==> src/design/ksbm_ram.sv <==
`timescale 1ns / 1ps
// ----------------------------------------------------------------------------
// ksbm_ram
// Generic single-port RAM with registered read.
// ----------------------------------------------------------------------------
module ksbm_ram #(
  parameter int unsigned Width = 8,
  parameter int unsigned Depth = 16
) (
  input  logic                     clk_i,
  input  logic                     we_i,
  input  logic [$clog2(Depth)-1:0] addr_i,
  input  logic [Width-1:0]         wdata_i,
  output logic [Width-1:0]         rdata_o
);

  logic [Width-1:0] mem_q [Depth];

  always_ff @(posedge clk_i) begin
    if (we_i) begin
      mem_q[addr_i] <= wdata_i;
    end
    rdata_o <= mem_q[addr_i];
  end

endmodule

==> config.mk <==
export PLATFORM = sky130hd
export DESIGN_NAME = ksbm_ram
export DESIGN_NICKNAME = d
export VERILOG_FILES = /design/src/design/ksbm_ram.sv
export SDC_FILE = /design/constraint.sdc
export NUM_CORES = 1
export LEC_CHECK = 0
export ABC_AREA = 0
export BUFFER_PORTS_ARGS = -buffer_cell sky130_fd_sc_hd__buf_4
export CORE_MARGIN = 2
export CORE_UTILIZATION = 55
export DETAILED_ROUTE_END_ITERATION = 10
export GPL_TIMING_DRIVEN = 0
export PLACE_DENSITY = 0.79
export SYNTH_ARGS = -nofsm -noshare
export SYNTH_HDL_FRONTEND = slang
export SYNTH_SLANG_ARGS = --single-unit
==> constraint.sdc <==
create_clock -name clk_i -period 3.45 [get_ports clk_i]
set_clock_uncertainty 0.15 [all_clocks]
set_input_delay 0.69 -clock clk_i [delete_from_list [all_inputs] [get_ports clk_i]]
set_output_delay 0.69 -clock clk_i [all_outputs]
set_load 0.1 [all_outputs]
==> results of run 1 <==
==> final cells by class <==
class | count | area (sq um)
tap | 111 | 139
clock inverter | 14 | 198
fill | 576 | 3130
timing repair buffer | 20 | 148
multi-input combinational | 83 | 1000
buffer | 11 | 60.1
clock buffer | 18 | 428
sequential | 136 | 4000
==> flip-flops by register name, summed over array words and instances (netlist names) <==
name / cells
rdata_o: 8
mem_q: 128
==> final timing paths <==
path,from,endpoint,slack (ns)
worst min register to register,mem_q[10][6]$_DFFE_PP_,rdata_o[6]$_DFF_P_,0.56
worst max-delay path,addr_i[1],mem_q[2][4]$_DFFE_PP_,1.06
worst max register to register,mem_q[3][2]$_DFFE_PP_,rdata_o[2]$_DFF_P_,1.96
worst min-delay path,wdata_i[4],mem_q[6][4]$_DFFE_PP_,0.35
==> cell usage in the layout, fill, tap and decap left out <==
master and instances:
buf_2 3, inv_6 2, a22oi_1 16, or3b_2 1, clkinvlp_4 2, clkinv_2 2
clkbuf_2 1, nor2b_1 2, nand3b_1 2, and2_1 1, bufinv_16 4, nor2_1 13
buf_4 19, clkbuf_8 2, clkbuf_16 16, buf_6 2, buf_1 4, dfxtp_1 8
nand3_1 1, edfxtp_1 128, nor3_1 4, clkinv_4 4, nand2_1 9, nand2b_1 2
clkbuf_1 2, mux4_2 32
==> cells by family after synthesis <==
logic type | count (synthesis)
simple gates | 35
flops | 136
mux | 32
compound gates | 16
buf+inv | 11
==> power by group <==
part | total [W] | internal [W] | switching, W
Combinational | 0.000262 | 0.0000804 | 0.000182
Sequential | 0.00186 | 0.00185 | 0.00000994
Clock | 0.00188 | 0.00120 | 0.000680
==> Yosys cell counts <==
master / number / area (sq um)
clkbuf_2: 1 / 5.00
buf_1: 4 / 15.0
or3b_2: 1 / 8.76
nand3_1: 1 / 5.00
nor3_1: 4 / 20.0
nor2_1: 13 / 48.8
nor2b_1: 2 / 12.5
edfxtp_1: 128 / 3840
nand2b_1: 2 / 12.5
mux4_2: 32 / 721
dfxtp_1: 8 / 160
buf_6: 2 / 22.5
nand3b_1: 2 / 15.0
nand2_1: 9 / 33.8
buf_2: 2 / 10.0
and2_1: 1 / 6.26
clkbuf_1: 2 / 7.51
a22oi_1: 16 / 120
==> stage by stage <==
stage               util, %  area, sq um  hold slack [ns]
floorplan                 -         5070            0.485
global placement       58.7         5350            0.523
detailed placement     58.7         5350            0.542
CTS                    65.6         5970            0.333
global route           65.6         5980            0.340
finish                 65.6         5980            0.345
==> per-layer routing <==
metal	GRT usage, %	part of all wire [%]	vias to the layer above
li1	-	-	1044
met1	30.0	41	1261
met2	34.0	52	95
met3	6.41	6.1	11
met5	0	0	-
met4	7.48	1.0	0
==> worst max-delay path, cell delays in order <==
cell and delay [ns]:
buf_2 0.25, buf_1 0.46, nand2b_1 0.23, nor2_1 0.73
==> flow_metrics.tcl, run 1 <==
set metrics [dict create \
    status "finished, final reports clean" \
    syn-num-nets 244 \
    core_area_sq_mm 0.00911 \
    drc_errors 0 \
    first_pass_iters 4 \
    syn_area_per_cell_sq_um 22.0 \
    drive_gt1_share_pct 31.9 \
    io_buffers 19 \
    clock-root-buffer "clkbuf_8" \
    total_power_w 0.00400 \
    ir_drop_uv 329 \
    ys_ff_latch 136 \
    die_area_sq_mm 0.0100 \
    clockBufferDepth 2 \
    clk_pin_slew_ns 0.06 \
    slew_viol_final 0 \
    hold_path_depth 1 \
    ys_warn_count 0 \
    leakage_nw 1.96 \
    synth_top_family_by_area "multiplexers" \
    dr_total_vias 2411 \
    drtAntennaViolNets 0 \
    fmax_mhz 419 \
    report.final.hold_viol_count 0 \
    clock-sinks 136 \
    viasPerCell 6.13 \
    drt_iter0_drc 212 \
    tightest_slew_ns 1.21 \
    syn2layout_area_growth_pct 18.0 \
    io_pins 22 \
    place_hpwl_microns 5960 \
    nets 283 \
    cts.htree.levels 4 \
    slew-limit-headroom_pct 18.9 \
    grt_usage_pct 21.8 \
    arrival_ns 2.38 \
    synthMuxAreaShare_pct 14.2 \
    grt_antenna_before_repair 0 \
    grt_max_degree 17 \
    pre_cts_ws_ns 0.481 \
    fin_tns_setup_ns 0 \
    ctsHoldBuffers 0 \
    min_period_ns 2.39 \
    numCtsBuffers 17 \
    synthAdderAreaFrac_pct 0 \
    synth_seq_area_share_pct 79.0 \
    row_count 35 \
    post_synth_instance_area_sq_mm 0.00507 \
    critPathLaunchType "input pin" \
    reg2reg_depth 3 \
    synth_compound_area_share_pct 2.37 \
    die_w_microns 100 \
    maxCapViolCount 0 \
    dpl.cell_count 360 \
    first_global_vias 2436 \
    fin_cells 393 \
    cts_setup_buffers 0 \
    finalSetupViolations 0 \
    grt_pass1_wl_microns 14800 \
    synth-simple-area-share_pct 3.21 \
    gp_congestion 0.778 \
    grt_overflow 0 \
    die_h_microns 100 \
    required_ns 3.44 \
    worstPathMaxFanout 10 \
    power.density_mw_per_mm2 669 \
    wl_per_cell_microns 25.1 \
    num_antenna_cells 0 \
    timing.final.ws_setup_ns 1.06 \
    synth_cell_type_count 18 \
    clock_latency_ns 0.52 \
    drt_wl_total_microns 9860 \
    period_share_pct 69.2 \
    min_path_type "in2reg" \
    start_util_pct 55.6 \
    critPathKind "in2reg" \
    synth_cells 230 \
    rsz0062_at_grt "false" \
    ctsResizeCount 0 \
    end_kind "flip-flop" \
    synth_xor_area_share_pct 0 \
    cts_tree "done" \
]
(Power assumes the default switching activity.)
==> run 2, diff against run 1 <==
clock period = 2.3 ns   (was 3.45 ns; I/O delays follow)
==> run 2 against run 1 <==
Setup slack worse by 0.93 ns. Count of clock-buffer cells in the layout stayed put. First-iteration DRC count is 25% higher. Flip-flop and latch count stayed put. Clock power is 50% higher. Sequential share of layout area hardly changed. Highest routed layer unchanged.
==> flow_metrics.tcl, run 2 (synthesized netlist as in run 1, its figures left out) <==
set metrics [dict create \
    first_global_vias 2436 \
    numCtsBuffers 17 \
    crit_path_top_delay_cell "nor2_1" \
    hold_start "wdata_i[4]" \
    largest_reg_flops 128 \
    leakage_nw 1.96 \
    row_count 35 \
    grt_usage_pct 21.8 \
    ir_drop_uv 499 \
    fin_tns_setup_ns 0 \
    tightest_slew_ns 1.21 \
    drc_errors 0 \
    layout_common_cells "128 x edfxtp_1, 32 x mux4_2, 19 x buf_4, 16 x a22oi_1, 16 x clkbuf_16" \
    gp_congestion 0.778 \
    grt_pass1_wl_microns 14800 \
    grt_max_degree 17 \
    slew_viol_final 0 \
    clock-root-buffer "clkbuf_8" \
    drive_gt1_share_pct 32.3 \
    worstSetupStartpoint "addr_i[1]" \
    wl_per_cell_microns 25.1 \
    report.final.hold_viol_count 0 \
    clock_latency_ns 0.52 \
    slew-limit-headroom_pct 18.5 \
    cts_tree "done" \
    r2r-start "mem_q[3][2]$_DFFE_PP_" \
    drt_wl_total_microns 9860 \
    reg_top3 "mem_q x128, rdata_o x8" \
    fmax_mhz 461 \
    min_path_type "in2reg" \
    num_antenna_cells 0 \
    required_ns 2.29 \
    end_kind "flip-flop" \
    io_buffers 19 \
    viasPerCell 6.18 \
    period_share_pct 94.3 \
    clock-sinks 136 \
    maxCapViolCount 0 \
    die_h_microns 100 \
    dpl.cell_count 360 \
    drtAntennaViolNets 0 \
    core_area_sq_mm 0.00911 \
    grt_overflow 0 \
    drt_iter0_drc 265 \
    path_cells "buf_2 > buf_1 > nand2b_1 > nor2_1" \
    cts.htree.levels 4 \
    cp_slowest_stage_delay_ns 0.74 \
    clk_pin_slew_ns 0.06 \
    grt_antenna_before_repair 0 \
    critPathLaunchType "input pin" \
    critPathKind "in2reg" \
    dr_total_vias 2428 \
    power.density_mw_per_mm2 1000 \
    fin_cells 393 \
    clockBufferDepth 2 \
    arrival_ns 2.16 \
    status "finished, final reports clean" \
    finish.utilization_pct 65.7 \
    dpl_cell_area_sq_mm 0.00535 \
    top_register "mem_q" \
    total_power_w 0.00600 \
    die_area_sq_mm 0.0100 \
    mostFrequentLayoutCell "edfxtp_1" \
    worstPathMaxFanout 10 \
    place_hpwl_microns 5960 \
    cts_setup_buffers 0 \
    min_period_ns 2.17 \
    ctsHoldBuffers 0 \
    die_w_microns 100 \
    start_util_pct 55.6 \
    syn2layout_area_growth_pct 18.0 \
    io_pins 22 \
    stdcell_area_sq_mm 0.00598 \
    nets 283 \
    finalSetupViolations 0 \
    first_pass_iters 4 \
]
## run 2: cell counts in the layout (fill, tap and decap cells not counted)
Identical to the previous run, type by type.
## run 2: area by class of cell
class | count | area (sq um)
clock inverters | 14 | 198
multi-input cells | 83 | 1010
plain buffers | 11 | 60.1
flip-flops and latches | 136 | 4000
repair buffers | 20 | 148
clock buffers | 18 | 428
fillers | 577 | 3130
well taps | 111 | 139
## run 2: routing by layer
layer | wire length (microns) | GRT usage, % | up-vias
li1 | - | - | 1044
met1 | 3970 | 30.0 | 1264
met2 | 5030 | 34.0 | 109
met3 | 759 | 6.41 | 11
met4 | 105 | 7.48 | 0
met5 | 0 | 0 | -
## run 2: where the power goes
| part | switching (W) | total, W | internal (W) |
|---|---|---|---|
| registers | 0.0000147 | 0.00279 | 0.00277 |
| logic | 0.000273 | 0.000394 | 0.000121 |
| clock network | 0.00102 | 0.00282 | 0.00180 |
## run 2: final timing paths
path / to / slack, ns / cells past startpoint
setup reg to reg: rdata_o[2]$_DFF_P_ / 0.82 / 3
hold reg to reg: rdata_o[6]$_DFF_P_ / 0.55 / 3
setup / recovery: mem_q[2][4]$_DFFE_PP_ / 0.13 / 4
hold / removal: mem_q[0][4]$_DFFE_PP_ / 0.12 / 1
## run 2: timing repair
item,CTS,global route
endpoints found under the setup margin,0,8
hold endpoints to repair,0,0
gates resized for setup,0,1
## run 2: through the flow
step | worst slack, ns | hold WS, ns
detailed placement | -0.439 | 0.542
floorplan | 0.197 | 0.409
CTS | 0.0687 | 0.103
finish | 0.132 | 0.119
global placement | -0.351 | 0.523
global route | -0.00120 | 0.110
## run 2: critical path: cells and delay by family
kind / cells / cell delay (ns)
buffers and inverters: 2 / 0.71
AND/OR/NAND/NOR: 2 / 0.98
==> run 3, diff against run 2 <==
PLACE_DENSITY = unset   (was 0.79)
PLACE_DENSITY_LB_ADDON = 0.12   (was unset)
RECOVER_POWER = 100   (was unset)
clock period = 2.4 ns   (was 2.3 ns; I/O delays follow)
==> run 3 against run 2 <==
Die area unchanged. Global-route usage decreased by 1.0 points. Core utilization decreased by 1.5 points. Register-to-register slack improved by 0.04 ns.
==> flow_metrics.tcl, run 3 (synthesized netlist as in run 1, its figures left out) <==
set metrics [dict create \
    place_hpwl_microns 5810 \
    worstPathMaxFanout 8 \
    clk_pin_slew_ns 0.06 \
    clock-sinks 136 \
    viasPerCell 5.96 \
    ir_drop_uv 613 \
    numCtsBuffers 17 \
    leakage_nw 1.88 \
    power.density_mw_per_mm2 929 \
    report.final.hold_viol_count 0 \
    first_global_vias 2428 \
    rsz0062_at_grt "false" \
    critPathKind "in2reg" \
    path_cells "clkbuf_2 > or3b_2 > nor3_1" \
    status "finished, final reports clean" \
    critPathLaunchType "input pin" \
    hold_path_depth 4 \
    die_w_microns 100 \
    cp_slowest_stage_delay_ns 0.97 \
    min_path_type "in2reg" \
    finalSetupViolations 0 \
    maxCapViolCount 0 \
    clockBufferDepth 2 \
    grt_pass1_wl_microns 14000 \
    hold_start "addr_i[0]" \
    slew-limit-headroom_pct 15.7 \
    fmax_mhz 461 \
    row_count 35 \
    mostFrequentLayoutCell "edfxtp_1" \
    pre_cts_ws_ns -0.360 \
    cp_top_family "simple AND/OR/NAND/NOR gates" \
    drtAntennaViolNets 0 \
    wl_per_cell_microns 24.1 \
    start_util_pct 55.6 \
    worst-path-stages 3 \
    io_buffers 19 \
    clock_latency_ns 0.52 \
    finish.utilization_pct 64.2 \
    holdWs_ns 0.382 \
    clock-root-buffer "clkbuf_8" \
    largest_reg_flops 128 \
    fin_tns_setup_ns 0 \
    crit_path_top_delay_cell "nor3_1" \
    reg2reg_depth 3 \
    tightest_slew_ns 1.25 \
    num_antenna_cells 0 \
    drive_gt1_share_pct 26.7 \
    nets 282 \
    r2r-start "mem_q[7][3]$_DFFE_PP_" \
    ctsHoldBuffers 0 \
    drt_iter0_drc 248 \
    layout_common_cells "128 x edfxtp_1, 32 x mux4_2, 16 x a22oi_1, 16 x clkbuf_16, 14 x clkbuf_1" \
    reg_top3 "mem_q x128, rdata_o x8" \
    dr_total_vias 2336 \
    grt_max_degree 17 \
    multi_input_area_sq_mm 0.00100 \
    drt_wl_total_microns 9470 \
    gp_congestion 0.738 \
    cts.htree.levels 4 \
    die_area_sq_mm 0.0100 \
    fillers 629 \
    io_pins 22 \
    regArea_sq_mm 0.00400 \
    syn2layout_area_growth_pct 15.4 \
    end_kind "flip-flop" \
    grt_antenna_before_repair 0 \
    worstSetupStartpoint "addr_i[2]" \
    min_period_ns 2.17 \
    grt_usage_pct 20.8 \
    required_ns 2.37 \
    period_share_pct 90.4 \
    timing.final.ws_setup_ns 0.231 \
    die_h_microns 100 \
    r2r_slack_ns 0.86 \
    total_power_w 0.00543 \
    grt_overflow 0 \
    cts_setup_buffers 0 \
    cts_tree "done" \
    first_pass_iters 4 \
    top_register "mem_q" \
    critPathBufInv 1 \
    drc_errors 0 \
    arrival_ns 2.14 \
    slew_viol_final 0 \
    ctsResizeCount 0 \
    core_area_sq_mm 0.00911 \
]
run 3: changes by cell type in the layout (fill, tap and decap cells not counted):
cell and delta:
buf_2 -2, clkbuf_2 +9, nor2_2 -1, clkbuf_1 +12, clkinv_1 +3, bufinv_16 -2, buf_1 -1, nor2_1 +1
inv_6 -2, clkbuf_8 -1, buf_4 -17
run 3: routing by layer:
| layer | wire, microns | up-vias | track usage, % |
|---|---|---|---|
| li1 | - | 1035 | - |
| met4 | 177 | 0 | 8.75 |
| met1 | 3910 | 1196 | 28.6 |
| met5 | 0 | - | 0 |
| met2 | 4590 | 93 | 31.2 |
| met3 | 786 | 12 | 6.62 |
run 3: worst paths after layout:
kind	to
worst min-delay path	rdata_o[7]$_DFF_P_
worst min register to register	rdata_o[5]$_DFF_P_
worst max register to register	rdata_o[3]$_DFF_P_
worst max-delay path	mem_q[0][4]$_DFFE_PP_
run 3: metrics by stage:
step,cell area (sq um),instances
5_1_grt,5850,392
3_3_place_gp,5350,360
3_5_place_dp,5350,360
2_1_floorplan,5070,230
4_1_cts,5900,392
6_report,5850,392
run 3: power by group:
part	internal, W	switching (W)
sequential	0.00266	0.0000125
clock	0.00147	0.000937
combinational	0.0000983	0.000259
total	0.00422	0.00121
run 3: area by class of cell:
cell class                      instances  share of cell area [%]
Multi-Input combinational cell         83                    17.2
Sequential cell                       136                    68.5
Clock buffer                           19                    7.21
Timing Repair Buffer                   19                    1.54
Tap cell                              111                    2.37
Clock inverter                         13                    2.25
Buffer                                 11                    1.01
run 3: tightest hold or removal path: stages:
cell     delay (ns)
buf_6          0.16
mux4_2         0.24
a22oi_1        0.08
nand2_1        0.06
